**src/design/ffsot_pkg.sv**
```systemverilog
// Shared types, constants and helper functions for the first-free-slot owner table.
`timescale 1ns / 1ps

package ffsot_pkg;

    localparam int SLOTS    = 1024;
    localparam int ROW_W    = 32;
    localparam int ROWS     = SLOTS / ROW_W;
    localparam int BIT_AW   = $clog2(ROW_W);
    localparam int ROW_AW   = $clog2(ROWS);
    localparam int IDX_W    = $clog2(SLOTS);
    localparam int CNT_W    = 11;
    localparam int PID_W    = 31;
    localparam int NUM_W    = 16;
    localparam int CMD_W    = 2;
    localparam int STAT_W   = 3;

    localparam logic [CNT_W-1:0] SLOTS_CNT = CNT_W'(SLOTS);
    localparam logic [CNT_W-1:0] SEAT_COUNT_RESET = 11'd1024;

    localparam logic [CMD_W-1:0] CMD_RESERVE = 2'd0;
    localparam logic [CMD_W-1:0] CMD_RELEASE = 2'd1;
    localparam logic [CMD_W-1:0] CMD_QUERY   = 2'd2;

    localparam logic [STAT_W-1:0] ST_OK     = 3'd0;
    localparam logic [STAT_W-1:0] ST_CLOSED = 3'd1;
    localparam logic [STAT_W-1:0] ST_BADID  = 3'd2;
    localparam logic [STAT_W-1:0] ST_FULL   = 3'd3;
    localparam logic [STAT_W-1:0] ST_BADNUM = 3'd4;
    localparam logic [STAT_W-1:0] ST_EMPTY  = 3'd5;

    localparam logic REG_ROOM_OPEN  = 1'b0;
    localparam logic REG_SEAT_COUNT = 1'b1;

    typedef struct packed {
        logic capture;
        logic look;
        logic commit;
    } ffsot_cmd_t;

    // Index of the lowest clear bit of a busy row; zero when the row is full.
    function automatic logic [BIT_AW-1:0] first_zero_bit(input logic [ROW_W-1:0] row);
        logic [BIT_AW-1:0] idx;
        idx = '0;
        for (int i = ROW_W - 1; i >= 0; i--)
        begin
            if (!row[i])
            begin
                idx = BIT_AW'(i);
            end
        end
        return idx;
    endfunction

    // Index of the lowest row that still has an empty slot.
    function automatic logic [ROW_AW-1:0] first_open_row(input logic [ROWS-1:0] full);
        logic [ROW_AW-1:0] idx;
        idx = '0;
        for (int i = ROWS - 1; i >= 0; i--)
        begin
            if (!full[i])
            begin
                idx = ROW_AW'(i);
            end
        end
        return idx;
    endfunction

endpackage

```
**src/design/ffsot_ctrl.sv**
```systemverilog
// Controller state machine that sequences capture, table lookup and commit of each word.
`timescale 1ns / 1ps

module ffsot_ctrl (
    input  logic                  clk,
    input  logic                  rst_n,
    input  logic                  in_valid,
    output logic                  in_ready,
    output logic                  out_valid,
    input  logic                  out_ready,
    output ffsot_pkg::ffsot_cmd_t ctl
);

    localparam logic [1:0] S_IDLE = 2'd0;
    localparam logic [1:0] S_LOOK = 2'd1;
    localparam logic [1:0] S_EVAL = 2'd2;

    logic [1:0] state_reg;
    logic [1:0] state_next;
    logic       out_valid_reg;
    logic       out_valid_next;

    always_comb
    begin
        ctl.capture = (state_reg == S_IDLE) && in_valid;
        ctl.look    = (state_reg == S_LOOK);
        ctl.commit  = (state_reg == S_EVAL) && (!out_valid_reg || out_ready);
    end

    always_comb
    begin
        state_next = state_reg;
        case (state_reg)
            S_IDLE:
            begin
                if (in_valid)
                begin
                    state_next = S_LOOK;
                end
            end
            S_LOOK:
            begin
                state_next = S_EVAL;
            end
            S_EVAL:
            begin
                if (ctl.commit)
                begin
                    state_next = S_IDLE;
                end
            end
            default:
            begin
                state_next = S_IDLE;
            end
        endcase
    end

    always_comb
    begin
        out_valid_next = out_valid_reg;
        if (ctl.commit)
        begin
            out_valid_next = 1'b1;
        end
        else if (out_ready)
        begin
            out_valid_next = 1'b0;
        end
    end

    always_ff @(posedge clk or negedge rst_n)
    begin
        if (!rst_n)
        begin
            state_reg     <= S_IDLE;
            out_valid_reg <= 1'b0;
        end
        else
        begin
            state_reg     <= state_next;
            out_valid_reg <= out_valid_next;
        end
    end

    assign in_ready  = (state_reg == S_IDLE);
    assign out_valid = out_valid_reg;

endmodule

```
**config.mk**
```make
export PLATFORM = sky130hd
export DESIGN_NAME = ffsot_ctrl
export DESIGN_NICKNAME = d
export VERILOG_FILES = /design/src/design/ffsot_pkg.sv /design/src/design/ffsot_ctrl.sv
export SDC_FILE = /design/constraint.sdc
export NUM_CORES = 1
export LEC_CHECK = 0
export ABC_AREA = 1
export BUFFER_PORTS_ARGS = -buffer_cell sky130_fd_sc_hd__buf_4
export CAP_MARGIN = 20
export CORE_AREA = 2 2 39 41
export DETAILED_ROUTE_END_ITERATION = 8
export DIE_AREA = 0 0 41 43
export GPL_ROUTABILITY_DRIVEN = 1
export SKIP_CTS_REPAIR_TIMING = 1
export SYNTH_ARGS = -nofsm -noshare
export SYNTH_HDL_FRONTEND = slang
export SYNTH_SLANG_ARGS = --single-unit
```
**constraint.sdc**
```tcl
create_clock -name clk -period 0.85 [get_ports clk]
set_clock_uncertainty 0.05 [all_clocks]
set_input_delay 0.17 -clock clk [delete_from_list [all_inputs] [get_ports clk]]
set_output_delay 0.17 -clock clk [all_outputs]
set_load 0.01 [all_outputs]
```
==> results.yml <==
run_status:
  status: "finished, violations left"
  violations: "setup timing"
timing:
  rsz0062_at_grt: "true"
  setup_viol: 7
  final_min_period_over_clock_period: 1.43
  setup_slack_ps: -366
  fmax_mhz: 822
  min_period_ps: 1220
  worstMarginPinSlew_ps: 149
  hold_viol: 0
  drv_slew: 0
  max_slew_margin: 0.900
synth:
  synth_seq_cells: 3
  ys.warnings.count: 0
  synth_area_per_cell_um2: 7.90
  syn_area_um2: 150
  synth_cells: 19
  synth_cell_types: 9
  syn-num-nets: 23
  seq_area_frac_synth: 0.500
worst_setup_path:
  r2r-end: "state_reg[1]"
  critPathMaxFanout: 4
  crit_path_start: "state_reg[0]"
  r2r_cells: 4
  cp_data_arrival_time_ps: 1000
  cp-end-kind: "output port"
  worstPathRequired_ps: 630
  critical_path_class: "reg2out"
  start_kind: "flop"
  regToRegSetupSlack_ps: -30
  reg2reg_from: "state_reg[0]"
finish:
  nets: 38
  diodes: 0
  fill_cells: 159
  post-route-util: 0.210
  mostFrequentLayoutCells: "9 x buf_4, 3 x nand2_1, 3 x nor2_2, 3 x clkbuf_4"
  largest_reg_flops: 2
  area_delta_synth_final_pct: 93.3
  final_common_cell: "buf_4"
  fin_area_um2: 290
  layout-drive-gt1-share: 0.636
global_routing:
  antenna_found_initial: 0
  grt_start_max_net_pins: 7
  grt_use_total: 0.0602
  overflow: 0
  grt_pass1_vias: 166
  grt_pass1_wl_um: 593
pwr:
  p_per_area_nw_per_um2: 2900
  p_leak_nw: 0.143
  max-vdd-ir-drop_mv: 0.377
  power_mw: 0.842
cts:
  cts_root_buf: "clkbuf_4"
  clock_latency_ps: 230
  numCtsBuffers: 3
  cts_max_path_buffers: 2
  cts_tree: "built"
  clk_pin_slew_worst_paths_ps: 40
  cts_max_level: 1
  numClockSinks: 3
route:
  drt_wl_total_um: 402
  first_pass_iters: 3
  drt_iter0_markers: 1
  num_vias: 163
  drc_errors: 0
  antenna_left: 0
  routedWlPerCell_um: 8.20
  top_layer: "met3"
  wl_met3_um: 32
  vias_per_cell: 3.33
  wl_met2_um: 236
  wl_met1_um: 132
floorplan:
  rows: 14
  die_h_um: 43
  coreArea_um2: 1380
  die-width_um: 41
  ios: 9
  start_util: 0.108
  dieArea_um2: 1760
hold_path:
  hold_class: "in2reg"
  hp-start: "out_ready"
  min_to: "out_valid"
  min_path_cells: 2
place:
  dp_hpwl_um: 297
  io_buffers: 8
  gp_congestion: 0.601
  place_area_um2: 235
run:
  maxCapViolations: 0
==> Yosys cell counts <==
cell	instances	area, um2
buf_4	1	7.51
dfrtp_1	3	75.1
inv_1	3	11.3
inv_2	1	3.75
nand2_1	3	11.3
nor2_1	4	15.0
nor2_2	1	6.26
nor3b_1	2	15.0
o21ai_0	1	5.00
==> routing by layer <==
metal | vias up | track usage
met5 | - | 0
li1 | 83 | -
met2 | 4 | 0.0844
met1 | 76 | 0.0417
met4 | 0 | 0.120
met3 | 0 | 0.0105
==> power breakdown <==
| part | leakage [nW] | internal, mW | switching (mW) | total [mW] |
|---|---|---|---|---|
| Sequential | 0.0358 | 0.194 | 0.0610 | 0.255 |
| Combinational | 0.0923 | 0.187 | 0.147 | 0.334 |
| Clock | 0.0150 | 0.176 | 0.0763 | 0.252 |
==> worst max path at each step <==
stage	end
floorplan	ctl[0]
global placement	ctl[2]
detailed placement	ctl[2]
CTS	ctl[2]
global route	ctl[0]
finish	ctl[0]
==> cell families (layout without fill, tap and decap cells) <==
logic type	after synthesis	after routing	synth area share
simple gates	10	10	0.317
buf+inv	5	19	0.150
flops	3	3	0.500
compound gates	1	1	0.0333
==> final cells by class <==
cell class                 count  area [um2]  share of cell area
timing repair buffer          11        88.8               0.306
inverter                       4        15.0              0.0517
clock buffer                   4        26.3              0.0905
tap                           16        20.0              0.0690
multi-input combinational     11        62.6               0.216
sequential                     3        77.6               0.267
==> through the flow <==
| step | cells | hold WS, ps | setup WS (ps) | TNS, ps |
|---|---|---|---|---|
| floorplan | 19 | -176 | -91.3 | -132 |
| global placement | 43 | -89.3 | -157 | -440 |
| detailed placement | 43 | -87.1 | -158 | -461 |
| CTS | 47 | -340 | -419 | -1630 |
| global route | 49 | 101 | -426 | -1770 |
| finish | 49 | 93.4 | -366 | -1450 |
==> worst max-delay path, cell delays in order (launching register included) <==
cell and delay, ps:
dfrtp_2 430, inv_2 70, nand2_1 60, nor2_1 80, buf_4 120
(Power assumes the default switching activity.)
